## src/design/pldt_pkg.sv

```systemverilog
// Shared codes and types for the page loaded/dirty tracker.
// No dependencies; imported by page_loaded_dirty_tracker.
`default_nettype none

package pldt_pkg;

  // operation codes on mode_i
  localparam logic [2:0] MODE_QUERY  = 3'd0;
  localparam logic [2:0] MODE_ENSURE = 3'd1;
  localparam logic [2:0] MODE_DIRTY  = 3'd2;
  localparam logic [2:0] MODE_LOADED = 3'd3;
  localparam logic [2:0] MODE_FLUSH  = 3'd4;

  // result kinds
  localparam logic [1:0] KIND_STATUS = 2'd0;
  localparam logic [1:0] KIND_LOAD   = 2'd1;
  localparam logic [1:0] KIND_WRITE  = 2'd2;

  // result status codes
  localparam logic [1:0] ST_OK        = 2'd0;
  localparam logic [1:0] ST_ABSENT    = 2'd1;
  localparam logic [1:0] ST_BAD       = 2'd2;
  localparam logic [1:0] ST_NOHANDLER = 2'd3;

  // configuration register indexes
  localparam logic [1:0] REG_TRACK   = 2'd0;
  localparam logic [1:0] REG_PCOUNT  = 2'd1;
  localparam logic [1:0] REG_PSHIFT  = 2'd2;
  localparam logic [1:0] REG_HANDLER = 2'd3;

  localparam logic [4:0] SHIFT_MIN = 5'd9;
  localparam logic [4:0] SHIFT_MAX = 5'd16;

  typedef struct packed {
    logic [1:0]  kind;
    logic [1:0]  status;
    logic [31:0] start;
    logic [31:0] len;
    logic        last;
  } res_t;

  typedef enum logic [9:0] {
    ST_IDLE  = 10'b0000000001,
    ST_DEC   = 10'b0000000010,
    ST_CHK   = 10'b0000000100,
    ST_WALK  = 10'b0000001000,
    ST_WTAIL = 10'b0000010000,
    ST_RESP  = 10'b0000100000,
    ST_SCAN  = 10'b0001000000,
    ST_FTAIL = 10'b0010000000,
    ST_FEND  = 10'b0100000000,
    ST_FOUT  = 10'b1000000000
  } state_e;

endpackage

`default_nettype wire

```

## src/design/page_loaded_dirty_tracker.sv

```systemverilog
// Top level of the page loaded/dirty tracker: sequencer plus page state memory.
// Depends on pldt_pkg.
`default_nettype none

// One item is in work at a time; busy_o is high from the accepting edge until
// the item's last result has been formed. Page state lives in a memory of
// {loaded, dirty} pairs with a registered read, walked one page per cycle
// with read-modify-write. Items that fail early (bad mode, tracking off,
// flush without handler, empty range) end in decode and a bad range in the
// range check. A flush scans every tracked page and issues one write-back per
// run of dirty pages. Results come out as one-cycle strobes on res_valid_o, in
// the cycle after they are formed; they cannot be held off, so the receiver
// must take every transfer. Reset marks every page not loaded and clean at
// once through per-page valid flags; no clearing pass.
module page_loaded_dirty_tracker import pldt_pkg::*; #(
  parameter int MAX_PAGES = 64
) (
  input  wire logic        clk_i,
  input  wire logic        rst_ni,
  input  wire logic        start_i,
  output logic             busy_o,
  input  wire logic [2:0]  mode_i,
  input  wire logic [31:0] pos_i,
  input  wire logic [31:0] len_i,
  input  wire logic        cfg_we_i,
  input  wire logic [1:0]  cfg_idx_i,
  input  wire logic [6:0]  cfg_wdata_i,
  output logic             res_valid_o,
  output logic [1:0]       kind_o,
  output logic [1:0]       status_o,
  output logic [31:0]      req_base_o,
  output logic [31:0]      range_len_o,
  output logic             last_o
);

  localparam int IDX_W = (MAX_PAGES > 1) ? $clog2(MAX_PAGES) : 1;
  localparam int CNT_W = $clog2(MAX_PAGES + 1);
  localparam logic [6:0] MAXP = 7'(MAX_PAGES);

  // configuration
  logic       track_q, handler_q;
  logic [6:0] pcount_q;
  logic [4:0] pshift_q;

  always_ff @(posedge clk_i or negedge rst_ni) begin
    if (!rst_ni) begin
      track_q   <= 1'b1;
      pcount_q  <= 7'd64;
      pshift_q  <= 5'd12;
      handler_q <= 1'b0;
    end else if (cfg_we_i) begin
      unique case (cfg_idx_i)
        REG_TRACK:   track_q   <= cfg_wdata_i[0];
        REG_PCOUNT:  pcount_q  <= cfg_wdata_i;
        REG_PSHIFT:  pshift_q  <= cfg_wdata_i[4:0];
        REG_HANDLER: handler_q <= cfg_wdata_i[0];
        default: ;
      endcase
    end
  end

  logic [6:0]       n7;
  logic [CNT_W-1:0] n;
  logic [4:0]       sh;

  assign n7 = (pcount_q > MAXP) ? MAXP : pcount_q;
  assign n  = CNT_W'(n7);
  always_comb begin
    if (pshift_q < SHIFT_MIN)      sh = SHIFT_MIN;
    else if (pshift_q > SHIFT_MAX) sh = SHIFT_MAX;
    else                           sh = pshift_q;
  end

  // page state memory: bit 1 loaded, bit 0 dirty
  logic [1:0]       mem_q [MAX_PAGES];
  logic [MAX_PAGES-1:0] vld_q;
  logic [1:0]       rdata_q;
  logic             rd_en, we;
  logic [1:0]       wdata;

  // sequencer registers
  state_e           state_q, state_d;
  logic [2:0]       op_q;
  logic [31:0]      pos_q, len_q;
  logic [32:0]      end_q, end_d;
  logic [IDX_W-1:0] first_q, first_d, lastp_q, lastp_d;
  logic [IDX_W-1:0] p_q, p_d, pa_q;
  logic             rv_q;
  logic             all_q, all_d;
  logic             in_run_q, in_run_d;
  logic [IDX_W-1:0] run_start_q, run_start_d;
  logic             pend_v_q, pend_v_d;
  logic [CNT_W-1:0] pend_start_q, pend_start_d, pend_len_q, pend_len_d;
  logic             res_valid_q, emit;
  res_t             res_q, res_d;

  logic [1:0]       entry;
  logic [32:0]      lastp_full;
  logic [31:0]      first_full;
  logic             close_run;
  logic [CNT_W-1:0] close_end;
  logic [CNT_W-1:0] load_pages;

  assign entry      = vld_q[pa_q] ? rdata_q : 2'b00;
  assign lastp_full = end_q >> sh;
  assign first_full = pos_q >> sh;
  assign load_pages = CNT_W'(lastp_q) - CNT_W'(first_q) + CNT_W'(1);

  always_comb begin
    state_d      = state_q;
    end_d        = end_q;
    first_d      = first_q;
    lastp_d      = lastp_q;
    p_d          = p_q;
    all_d        = all_q;
    in_run_d     = in_run_q;
    run_start_d  = run_start_q;
    pend_v_d     = pend_v_q;
    pend_start_d = pend_start_q;
    pend_len_d   = pend_len_q;
    rd_en        = 1'b0;
    we           = 1'b0;
    wdata        = entry;
    emit         = 1'b0;
    res_d        = '{kind: KIND_STATUS, status: ST_OK, start: '0, len: '0, last: 1'b1};
    close_run    = 1'b0;
    close_end    = CNT_W'(pa_q);

    // data of the page read last cycle
    if (rv_q) begin
      unique case (op_q)
        MODE_DIRTY: begin
          we    = 1'b1;
          wdata = {entry[1], 1'b1};
        end
        MODE_LOADED: begin
          we    = 1'b1;
          wdata = 2'b10;
        end
        MODE_FLUSH: begin
          if (entry[0]) begin
            we    = 1'b1;
            wdata = {entry[1], 1'b0};
            if (!in_run_q) begin
              in_run_d    = 1'b1;
              run_start_d = pa_q;
            end
          end else if (in_run_q) begin
            close_run = 1'b1;
          end
        end
        default: all_d = all_q & entry[1];
      endcase
    end

    unique case (state_q)
      ST_IDLE: ;
      ST_DEC: begin
        end_d = {1'b0, pos_q} + {1'b0, len_q} - 33'd1;
        if (op_q > MODE_FLUSH) begin
          emit = 1'b1;
          res_d.status = ST_BAD;
          state_d = ST_IDLE;
        end else if (!track_q || (op_q == MODE_FLUSH && !handler_q)
                     || (op_q != MODE_FLUSH && len_q == '0)) begin
          emit = 1'b1;
          state_d = ST_IDLE;
        end else if (op_q == MODE_FLUSH) begin
          in_run_d = 1'b0;
          pend_v_d = 1'b0;
          p_d      = '0;
          state_d  = (n == '0) ? ST_FOUT : ST_SCAN;
        end else begin
          state_d = ST_CHK;
        end
      end
      ST_CHK: begin
        if (lastp_full >= 33'(n)) begin
          emit = 1'b1;
          res_d.status = ST_BAD;
          state_d = ST_IDLE;
        end else begin
          first_d = first_full[IDX_W-1:0];
          lastp_d = lastp_full[IDX_W-1:0];
          p_d     = first_full[IDX_W-1:0];
          all_d   = 1'b1;
          state_d = ST_WALK;
        end
      end
      ST_WALK: begin
        rd_en = 1'b1;
        p_d   = p_q + IDX_W'(1);
        if (p_q == lastp_q) state_d = ST_WTAIL;
      end
      ST_WTAIL: state_d = ST_RESP;
      ST_RESP: begin
        emit = 1'b1;
        state_d = ST_IDLE;
        if ((op_q == MODE_QUERY || op_q == MODE_ENSURE) && !all_q) begin
          if (op_q == MODE_QUERY) begin
            res_d.status = ST_ABSENT;
          end else if (!handler_q) begin
            res_d.status = ST_NOHANDLER;
          end else begin
            res_d.kind   = KIND_LOAD;
            res_d.status = ST_ABSENT;
            res_d.start  = 32'(first_q) << sh;
            res_d.len    = 32'(load_pages) << sh;
          end
        end
      end
      ST_SCAN: begin
        rd_en = 1'b1;
        p_d   = p_q + IDX_W'(1);
        if (CNT_W'(p_q) == n - CNT_W'(1)) state_d = ST_FTAIL;
      end
      ST_FTAIL: state_d = ST_FEND;
      ST_FEND: begin
        // a run that reaches the last page closes here
        if (in_run_q) begin
          close_run = 1'b1;
          close_end = n;
        end
        state_d = ST_FOUT;
      end
      ST_FOUT: begin
        emit = 1'b1;
        state_d = ST_IDLE;
        if (pend_v_q) begin
          res_d.kind  = KIND_WRITE;
          res_d.start = 32'(pend_start_q) << sh;
          res_d.len   = 32'(pend_len_q) << sh;
        end
      end
      default: state_d = ST_IDLE;
    endcase

    // hold one finished run back so the final one can carry last
    if (close_run) begin
      in_run_d = 1'b0;
      if (pend_v_q) begin
        emit        = 1'b1;
        res_d.kind  = KIND_WRITE;
        res_d.start = 32'(pend_start_q) << sh;
        res_d.len   = 32'(pend_len_q) << sh;
        res_d.last  = 1'b0;
      end
      pend_v_d     = 1'b1;
      pend_start_d = CNT_W'(run_start_q);
      pend_len_d   = close_end - CNT_W'(run_start_q);
    end
  end

  always_ff @(posedge clk_i or negedge rst_ni) begin
    if (!rst_ni) begin
      state_q     <= ST_IDLE;
      rv_q        <= 1'b0;
      in_run_q    <= 1'b0;
      pend_v_q    <= 1'b0;
      res_valid_q <= 1'b0;
      vld_q       <= '0;
    end else begin
      state_q     <= (state_q == ST_IDLE && start_i) ? ST_DEC : state_d;
      rv_q        <= rd_en;
      in_run_q    <= in_run_d;
      pend_v_q    <= pend_v_d;
      res_valid_q <= emit;
      if (we) vld_q[pa_q] <= 1'b1;
    end
  end

  always_ff @(posedge clk_i) begin
    if (state_q == ST_IDLE && start_i) begin
      op_q  <= mode_i;
      pos_q <= pos_i;
      len_q <= len_i;
    end
    end_q        <= end_d;
    first_q      <= first_d;
    lastp_q      <= lastp_d;
    p_q          <= p_d;
    all_q        <= all_d;
    run_start_q  <= run_start_d;
    pend_start_q <= pend_start_d;
    pend_len_q   <= pend_len_d;
    if (rd_en) pa_q <= p_q;
    if (emit) res_q <= res_d;
  end

  // memory ports: one registered read, one write
  always_ff @(posedge clk_i) begin
    if (rd_en) rdata_q <= mem_q[p_q];
    if (we) mem_q[pa_q] <= wdata;
  end

  assign busy_o        = (state_q != ST_IDLE);
  assign res_valid_o   = res_valid_q;
  assign kind_o        = res_q.kind;
  assign status_o      = res_q.status;
  assign req_base_o    = res_q.start;
  assign range_len_o   = res_q.len;
  assign last_o        = res_q.last;

  // the final result of an item leaves the block idle
  a_last_idle: assert property (@(posedge clk_i) disable iff (!rst_ni)
    res_valid_q && res_q.last |-> state_q == ST_IDLE)
    else $error("last result issued while item still in work");

  // read data only arrives during a page walk or scan
  a_rv_phase: assert property (@(posedge clk_i) disable iff (!rst_ni)
    rv_q |-> (state_q == ST_WALK || state_q == ST_WTAIL ||
              state_q == ST_SCAN || state_q == ST_FTAIL))
    else $error("page data outside walk or scan");

  // writes stay inside the tracked pages
  a_we_range: assert property (@(posedge clk_i) disable iff (!rst_ni)
    we |-> CNT_W'(pa_q) < n)
    else $error("page write beyond page count");

  // a write-back request always reports ok and a nonzero length
  a_wb_ok: assert property (@(posedge clk_i) disable iff (!rst_ni)
    res_valid_q && res_q.kind == KIND_WRITE |-> res_q.status == ST_OK && res_q.len != '0)
    else $error("malformed write-back request");

  // an item is accepted only when idle and then enters decode
  a_no_overlap: assert property (@(posedge clk_i) disable iff (!rst_ni)
    state_q == ST_IDLE && start_i |=> state_q == ST_DEC)
    else $error("accepted item did not enter decode");

endmodule

`default_nettype wire

```

## config.mk

```make
export PLATFORM = sky130hd
export DESIGN_NAME = page_loaded_dirty_tracker
export DESIGN_NICKNAME = d
export VERILOG_FILES = /design/src/design/pldt_pkg.sv /design/src/design/page_loaded_dirty_tracker.sv
export SDC_FILE = /design/constraint.sdc
export NUM_CORES = 1
export LEC_CHECK = 0
export ABC_CLOCK_PERIOD_IN_PS = 7500
export BUFFER_PORTS_ARGS = -buffer_cell sky130_fd_sc_hd__buf_2
export CAP_MARGIN = 10
export CELL_PAD_IN_SITES_DETAIL_PLACEMENT = 0
export CELL_PAD_IN_SITES_GLOBAL_PLACEMENT = 1
export CORE_MARGIN = 5
export CORE_UTILIZATION = 30
export CTS_CLUSTER_SIZE = 12
export DETAILED_ROUTE_END_ITERATION = 6
export GPL_TIMING_DRIVEN = 0
export PLACE_DENSITY = 0.61
export SLEW_MARGIN = 40
export SYNTH_ARGS = -nofsm -noshare
export SYNTH_HDL_FRONTEND = slang
export SYNTH_SLANG_ARGS = --single-unit
```

## constraint.sdc

```tcl
create_clock -name clk_i -period 7.5 [get_ports clk_i]
set_input_delay 1.875 -clock clk_i [delete_from_list [all_inputs] [get_ports clk_i]]
set_output_delay 1.875 -clock clk_i [all_outputs]
set_load 0.005 [all_outputs]
```

==> metrics.cfg, run 1 <==
[hold_path]
hp-class = flop to flop
hold_path_startpoint = pa_q[3]$_DFFE_PN_
hold_depth = 0
holdPathEnd = run_start_q[3]$_DFFE_PP_

[clocking]
worstSkewPairLatency_ns = 0.62
cts_buffer_depth = 3
clk_root_buffer_cell = clkbuf_16
path_clk_slew_ns = 0.06
cts_hold_buf = 0
clock-sinks = 427
htreeDepth = 2
cts_buffers = 49
cts_tree = yes

[timing]
slew_headroom_pct = 43.8
finalHoldViolCount = 0
clock.fmax_ghz = 0.143
skew_ns = 0.0552
setup_violations = 0
worst_slew_pin_slew_ns = 0.843
rsz0062_at_grt = no
timing.final.crit_period_ns = 7.01
hold_ws_ns = 0.446
fin_crit_sh_pct = 93.4
finalMaxSlewViolations = 0

[drt]
routed_wl_mm = 61.4
postRouteAntennaNets = 0
route.vias.total = 15100
vias_per_cell = 5.01
wire_per_inst_um = 20.3
drc_errors = 0
drt_iter0_drc = 1213
dr.pass1.iters = 5

[layout]
diodes = 0
layout_commonest_cell = edfxtp_1
syn2layout_area_growth_pct = 18.1
nets = 2207
final_area_um2 = 25600
drive_gt1_share_pct = 17.5
mostFrequentLayoutCells = edfxtp_1, inv_1, buf_2, nand2_1, nor2_1

[pwr]
max-vdd-ir-drop_mv = 0.165
combinationalPowerShare_pct = 25.9
internal-power_mw = 4.90
power.switching_mw = 2.23
clkPwrFrac_pct = 32.7
sequentialPowerShare_pct = 41.4
power_density_nw_per_um2 = 278
netSwitchingFraction_pct = 31.3
p_leak_nw = 10.2

[synthesis]
synthCells = 1779
ys_types = 80
synth-seq-area-share_pct = 57.0
syn_area_um2 = 21700
synthTopCellsByArea = edfxtp_1, dfrtp_1, mux4_2
synth-edff-count = 334
synth_top_area_share_pct = 46.2
ys.flop_type = edfxtp_1
yosysWarnings = 0
synth_top_area_cell = edfxtp_1
synth_area_per_cell_um2 = 12.2
synth_seq_cells = 427
async_reset_ff_share_pct = 21.5

[global_routing]
grt_pass1_wl_mm = 93.9
grt_use_total_pct = 15.4
overflow = 0
grt_pass1_vias = 15400
grt_antenna_before_repair = 4
grt_start_max_net_pins = 64

[status]
status = completed

[floorplanning]
fp.dieW_um = 279
io_pins = 151
dieHeight_um = 279
initial_core_util_pct = 30.3
coreArea_um2 = 71600
std_cell_rows = 98
dieArea_um2 = 77800

[worst_setup_path]
crit_buf_inv = 10
path_max_fanout = 12
crit_slowest_cell = dfstp_2
worstReg2RegEnd = range_len_o[14]$_DFFE_PP_
slowest_delay_ns = 0.51
cpLargestDelayFamily = buffers and inverters
r2r-start = pshift_q[3]$_DFFE_PN1P_
cp_cell_sequence = clkbuf_1, and3b_1, clkbuf_1, buf_2, clkbuf_1, buf_2, buf_2, mux4_2, mux2i_1, o21ai_0, ha_1, nand4_1, or2_2, a21oi_1, a311oi_1, and4_1, o21ai_0, o21ai_1, nand4_1, buf_4, buf_6, buf_4, buf_4
rr_worst_depth = 23
critical_path.endpoint_type = flop
critical_path_class = flop to flop
critPathArrivalTime_ns = 7.37
r2r_setup_slack_ns = 0.49
required_ns = 7.86
cp-start-kind = flop

[job]
maxCapViolCount = 0

[placement]
portBuffers = 150
placed_cell_area_um2 = 24000
dpl.hpwl_mm = 45.8
gp_congestion = 0.914

worst register-to-register path, stage by stage (launching register included):
cell,delay (ns)
dfstp_2,0.51
clkbuf_1,0.37
and3b_1,0.23
clkbuf_1,0.49
buf_2,0.41
clkbuf_1,0.48
buf_2,0.39
buf_2,0.32
mux4_2,0.28
mux2i_1,0.09
o21ai_0,0.42
ha_1,0.34
nand4_1,0.09
or2_2,0.15
a21oi_1,0.07
a311oi_1,0.29
and4_1,0.21
o21ai_0,0.14
o21ai_1,0.46
nand4_1,0.28
buf_4,0.27
buf_6,0.16
buf_4,0.18
buf_4,0.20
layer usage:
metal | global-route usage (%) | up-vias | wire, µm
met5 | 0 | - | 54
met3 | 2.49 | 103 | 3340
met1 | 22.0 | 7520 | 28600
met2 | 24.7 | 454 | 28100
met4 | 3.64 | 8 | 1280
li1 | - | 7044 | -
cell families after synthesis:
logic type | count (synthesis) | share of synthesized area [%]
flip-flops | 427 | 57.0
AND/OR/NAND/NOR | 427 | 9.29
AO/OA/AOI/OAI | 366 | 11.4
buffers and inverters | 261 | 4.66
multiplexers | 154 | 10.2
adder cells (fa/ha/maj) | 92 | 5.41
XOR/XNOR | 51 | 2.06
other | 1 | 0.0173
cells in the mapped netlist, drive strengths merged (6+ instances only):
cell type / count
edfxtp: 334
inv: 177
nand2: 134
nor2: 127
a21oi: 93
ha: 89
dfrtp: 87
mux2i: 83
o21bai: 69
clkbuf: 54
mux4: 51
o21ai: 47
xnor2: 31
buf: 30
o22ai: 28
nor3: 27
and3: 21
mux2: 20
nand2b: 20
xor2: 20
nand3: 18
a21o: 15
a22oi: 15
nor4: 15
nand4: 14
o211ai: 12
a31oi: 9
nor2b: 9
o221ai: 9
a211oi: 8
and2: 7
or2: 6
power groups by stage:
stage,clock network [mW],logic [mW],registers (mW)
CTS,2.40,1.84,2.96
global route,2.50,2.06,2.97
finish,2.33,1.85,2.95
global placement,0,1.80,3.02
detailed placement,0,1.83,3.00
floorplan,0,1.28,2.97
per-stage QoR:
stage / power, mW / setup WS, ns / util, % / TNS, ns / cells
4_1_cts: 7.20 / 0.158 / 35.8 / 0 / 3020
3_5_place_dp: 4.84 / -0.153 / 33.5 / -2.93 / 2932
3_3_place_gp: 4.82 / -3.15 / 33.2 / -287.78 / 2915
6_report: 7.13 / 0.493 / 35.8 / 0 / 3022
5_1_grt: 7.53 / 0.193 / 35.8 / 0 / 3022
2_1_floorplan: 4.24 / 0.379 / - / 0 / 1815
repair_timing:
action                     CTS  global route
gates resized for setup      1             0
setup endpoints to repair   23            23
hold endpoints to repair     0             0
setup buffers                0             2
pin swaps                    1             1
cloned                       0             0
cell type report:
cell class / count / area (µm²)
flip-flops and latches: 427 / 12400
clock buffers: 72 / 1400
fillers: 7071 / 46000
plain buffers: 84 / 354
well taps: 950 / 1190
repair buffers: 169 / 958
clock inverters: 16 / 184
multi-input cells: 1127 / 8510
inverters: 177 / 664
flip-flops by register name, indices dropped and copies added, names as in the netlist, 3 cells and up:
register      count
lastp_q           6
pshift_q          5
len_q            32
run_start_q       6
pend_start_q      6
range_len_o      32
state_q          10
p_q               6
req_base_o       32
op_q              3
mem_q           128
pa_q              6
vld_q            64
pos_q            32
pcount_q          7
first_q           6
end_q            25
pend_len_q        7
how the worst max path moves through the flow:
stage,start,to,slack (ns),cells past startpoint
final,pshift_q[3]$_DFFE_PN1P_,range_len_o[14]$_DFFE_PP_,0.49,23
after global routing,pshift_q[3]$_DFFE_PN1P_,kind_o[0]$_DFFE_PP_,0.19,23
after CTS,pshift_q[3]$_DFFE_PN1P_,range_len_o[14]$_DFFE_PP_,0.16,23
after detailed placement,pshift_q[3]$_DFFE_PN1P_,range_len_o[16]$_DFFE_PP_,-0.15,23
after global placement,pshift_q[3]$_DFFE_PN1P_,range_len_o[16]$_DFFE_PP_,-3.15,19
after floorplan,pshift_q[3]$_DFFE_PN1P_,kind_o[0]$_DFFE_PP_,0.38,19
No activity file was read; power rests on OpenSTA's default activity.
==> run 2, diff against run 1 <==
--- a/config.mk
+++ b/config.mk
@@ -7,7 +7,7 @@
 export LEC_CHECK = 0
 export ABC_CLOCK_PERIOD_IN_PS = 7500
 export BUFFER_PORTS_ARGS = -buffer_cell sky130_fd_sc_hd__buf_2
-export CAP_MARGIN = 10
+export CAP_MARGIN = 20
 export CELL_PAD_IN_SITES_DETAIL_PLACEMENT = 0
 export CELL_PAD_IN_SITES_GLOBAL_PLACEMENT = 1
 export CORE_MARGIN = 5
@@ -16,6 +16,8 @@
 export DETAILED_ROUTE_END_ITERATION = 6
 export GPL_TIMING_DRIVEN = 0
 export PLACE_DENSITY = 0.61
+export RECOVER_POWER = 50
+export SKIP_CTS_REPAIR_TIMING = 1
 export SLEW_MARGIN = 40
 export SYNTH_ARGS = -nofsm -noshare
 export SYNTH_HDL_FRONTEND = slang
==> run 2 against run 1 <==
Compared with the run above: the run now ends with capacitance limit, slew limit left; clock-buffer cell count unchanged; global-route usage unchanged; clock power about the same; combinational power about the same; critical path type unchanged; largest power group unchanged; highest routed layer unchanged.
==> metrics.cfg, run 2 (synthesis results as in run 1) <==
[status]
status = finished, violations left  ; was completed
violations = capacitance limit, slew limit

[layout]
layout_commonest_cell = edfxtp_1  ; unchanged
stdcell_count = 3022  ; unchanged
drive_gt1_share_pct = 13.7  ; was 17.5%
biggestRegsByFlops = mem_q: 128 flops, vld_q: 64 flops  ; unchanged
nets = 2207  ; unchanged
mostFrequentLayoutCells = edfxtp_1, inv_1, clkbuf_1, nand2_1, nor2_1  ; was edfxtp_1, inv_1, buf_2, nand2_1, nor2_1
largest_register_ffs = 128  ; unchanged
final_area_um2 = 25400  ; was 25600 µm²
fill_cells = 7127  ; was 7071
largest_register = mem_q  ; unchanged
diodes = 0  ; unchanged
syn2layout_area_growth_pct = 17.1  ; was 18.1%
fin_util_pct = 35.5  ; was 35.8%

[placement]
post-place-cells = 2932  ; unchanged
dpl.hpwl_mm = 45.8  ; unchanged
placed_cell_area_um2 = 24000  ; unchanged
portBuffers = 150  ; unchanged
gp_congestion = 0.914  ; unchanged
pre_cts_slack_ns = -0.153  ; unchanged

[timing]
slew_headroom_pct = -125  ; was 43.8%
setup_violations = 0  ; unchanged
finalMaxSlewViolations = 217  ; was 0
finalSetupTns_ns = 0  ; unchanged
fin_ws_ns = 0.535  ; was 0.493 ns
rsz0062_at_grt = no  ; unchanged
worst_slew_pin_slew_ns = 3.37  ; was 0.843 ns
fin_crit_sh_pct = 92.9  ; was 93.4%
timing.final.crit_period_ns = 6.97  ; was 7.01 ns
hold_ws_ns = 0.445  ; was 0.446 ns
clock.fmax_ghz = 0.144  ; was 0.143 GHz
finalHoldViolCount = 0  ; unchanged
skew_ns = 0.0559  ; was 0.0552 ns

[worst_setup_path]
critPathArrivalTime_ns = 7.33  ; was 7.37 ns
critical_path_class = flop to flop  ; unchanged
required_ns = 7.86  ; about the same
r2r-start = pshift_q[3]$_DFFE_PN1P_  ; unchanged
cp-start-kind = flop  ; unchanged
crit_start = pshift_q[3]$_DFFE_PN1P_  ; unchanged
critical_path.endpoint_type = flop  ; unchanged
path_max_fanout = 12  ; unchanged

[pwr]
max-vdd-ir-drop_mv = 0.167  ; was 0.165 mV
clkPwrFrac_pct = 32.7  ; about the same
p_leak_nw = 9.94  ; was 10.2 nW
netSwitchingFraction_pct = 31.3  ; about the same
power.switching_mw = 2.23  ; about the same
p_total_mw = 7.11  ; was 7.13 mW
combinationalPowerShare_pct = 25.6  ; was 25.9%
power_density_nw_per_um2 = 280  ; was 278 nW/µm²
internal-power_mw = 4.88  ; was 4.90 mW
sequentialPowerShare_pct = 41.6  ; was 41.4%

[clocking]
path_clk_slew_ns = 0.06  ; about the same
cts_tree = yes  ; unchanged
htreeDepth = 2  ; unchanged
clk_root_buffer_cell = clkbuf_16  ; unchanged
clock-sinks = 427  ; unchanged
cts_buffers = 49  ; unchanged
cts_buffer_depth = 3  ; unchanged
worstSkewPairLatency_ns = 0.62  ; about the same

[hold_path]
hp-class = flop to flop  ; unchanged
hold_path_startpoint = pa_q[3]$_DFFE_PN_  ; unchanged

[drt]
dr.pass1.iters = 7  ; was 5
route.vias.total = 15100  ; about the same
drc_errors = 0  ; unchanged
drt_iter0_drc = 1309  ; was 1213
wire_per_inst_um = 20.4  ; was 20.3 µm
postRouteAntennaNets = 0  ; unchanged
routed_wl_mm = 61.6  ; was 61.4 mm
vias_per_cell = 5.00  ; was 5.01

[floorplanning]
coreArea_um2 = 71600  ; unchanged
dieHeight_um = 279  ; unchanged
io_pins = 151  ; unchanged
fp.dieW_um = 279  ; unchanged
std_cell_rows = 98  ; unchanged
dieArea_um2 = 77800  ; unchanged
initial_core_util_pct = 30.3  ; unchanged

[global_routing]
grt_use_total_pct = 15.4  ; unchanged
grt_pass1_vias = 15400  ; unchanged
grt_start_max_net_pins = 64  ; unchanged
grt_pass1_wl_mm = 93.9  ; unchanged
grt_antenna_before_repair = 4  ; unchanged
overflow = 0  ; unchanged

[job]
maxCapViolCount = 5  ; was 0

run 2: changes by cell type in the layout (fill, tap and decap cells not counted), moves of 2 or more:
cell,change
and2_0,+3
and2_1,-2
buf_12,-2
buf_2,-68
clkbuf_1,+72
run 2: per-layer routing:
metal / share of wire, % / vias to the layer above / track usage, %
li1: - / 7035 / -
met1: 46 / 7443 / 22.0
met2: 46 / 524 / 24.7
met3: 6.1 / 99 / 2.49
met4: 2.0 / 8 / 3.64
met5: 0.088 / - / 0
run 2: final cells by class:
| cell class | count | area [µm²] | share of cell area (%) |
|---|---|---|---|
| clock buffers | 72 | 1400 | 5.52 |
| well taps | 950 | 1190 | 4.68 |
| flip-flops and latches | 427 | 12400 | 48.7 |
| clock inverters | 16 | 184 | 0.724 |
| inverters | 177 | 664 | 2.62 |
| multi-input cells | 1127 | 8440 | 33.2 |
| plain buffers | 84 | 347 | 1.36 |
| repair buffers | 169 | 813 | 3.20 |
run 2: power by group through the flow:
stage / clock, mW / combinational [mW] / sequential, mW
floorplan: 0 / 1.28 / 2.97
global placement: 0 / 1.80 / 3.02
detailed placement: 0 / 1.83 / 3.00
CTS: 2.40 / 1.84 / 2.96
global route: 2.50 / 2.03 / 2.98
finish: 2.33 / 1.82 / 2.96
run 2: worst max-delay path: stages (launching register included):
cell	delay, ns
dfstp_2	0.51
clkbuf_1	0.37
and3b_1	0.22
clkbuf_1	0.50
buf_2	0.40
clkbuf_1	0.48
buf_2	0.38
buf_2	0.32
mux4_2	0.28
mux2i_1	0.09
o21ai_0	0.42
ha_1	0.34
nand4_1	0.09
or2_2	0.15
a21oi_1	0.07
a311oi_1	0.29
and4_1	0.21
o21ai_0	0.14
o21ai_1	0.46
nand4_1	0.25
buf_4	0.25
buf_6	0.16
buf_4	0.18
buf_4	0.20
run 2: final timing paths:
| kind | to | slack, ns | cells past startpoint |
|---|---|---|---|
| setup / recovery | range_len_o[14]$_DFFE_PP_ | 0.53 | 23 |
| hold / removal | run_start_q[3]$_DFFE_PP_ | 0.45 | 0 |
| setup reg to reg | range_len_o[14]$_DFFE_PP_ | 0.53 | 23 |
| hold reg to reg | run_start_q[3]$_DFFE_PP_ | 0.45 | 0 |
| max in group asynchronous | pcount_q[2]$_DFFE_PN0P_ | 1.80 | 2 |
| min in group asynchronous | vld_q[54]$_DFFE_PN0P_ | 1.71 | 1 |
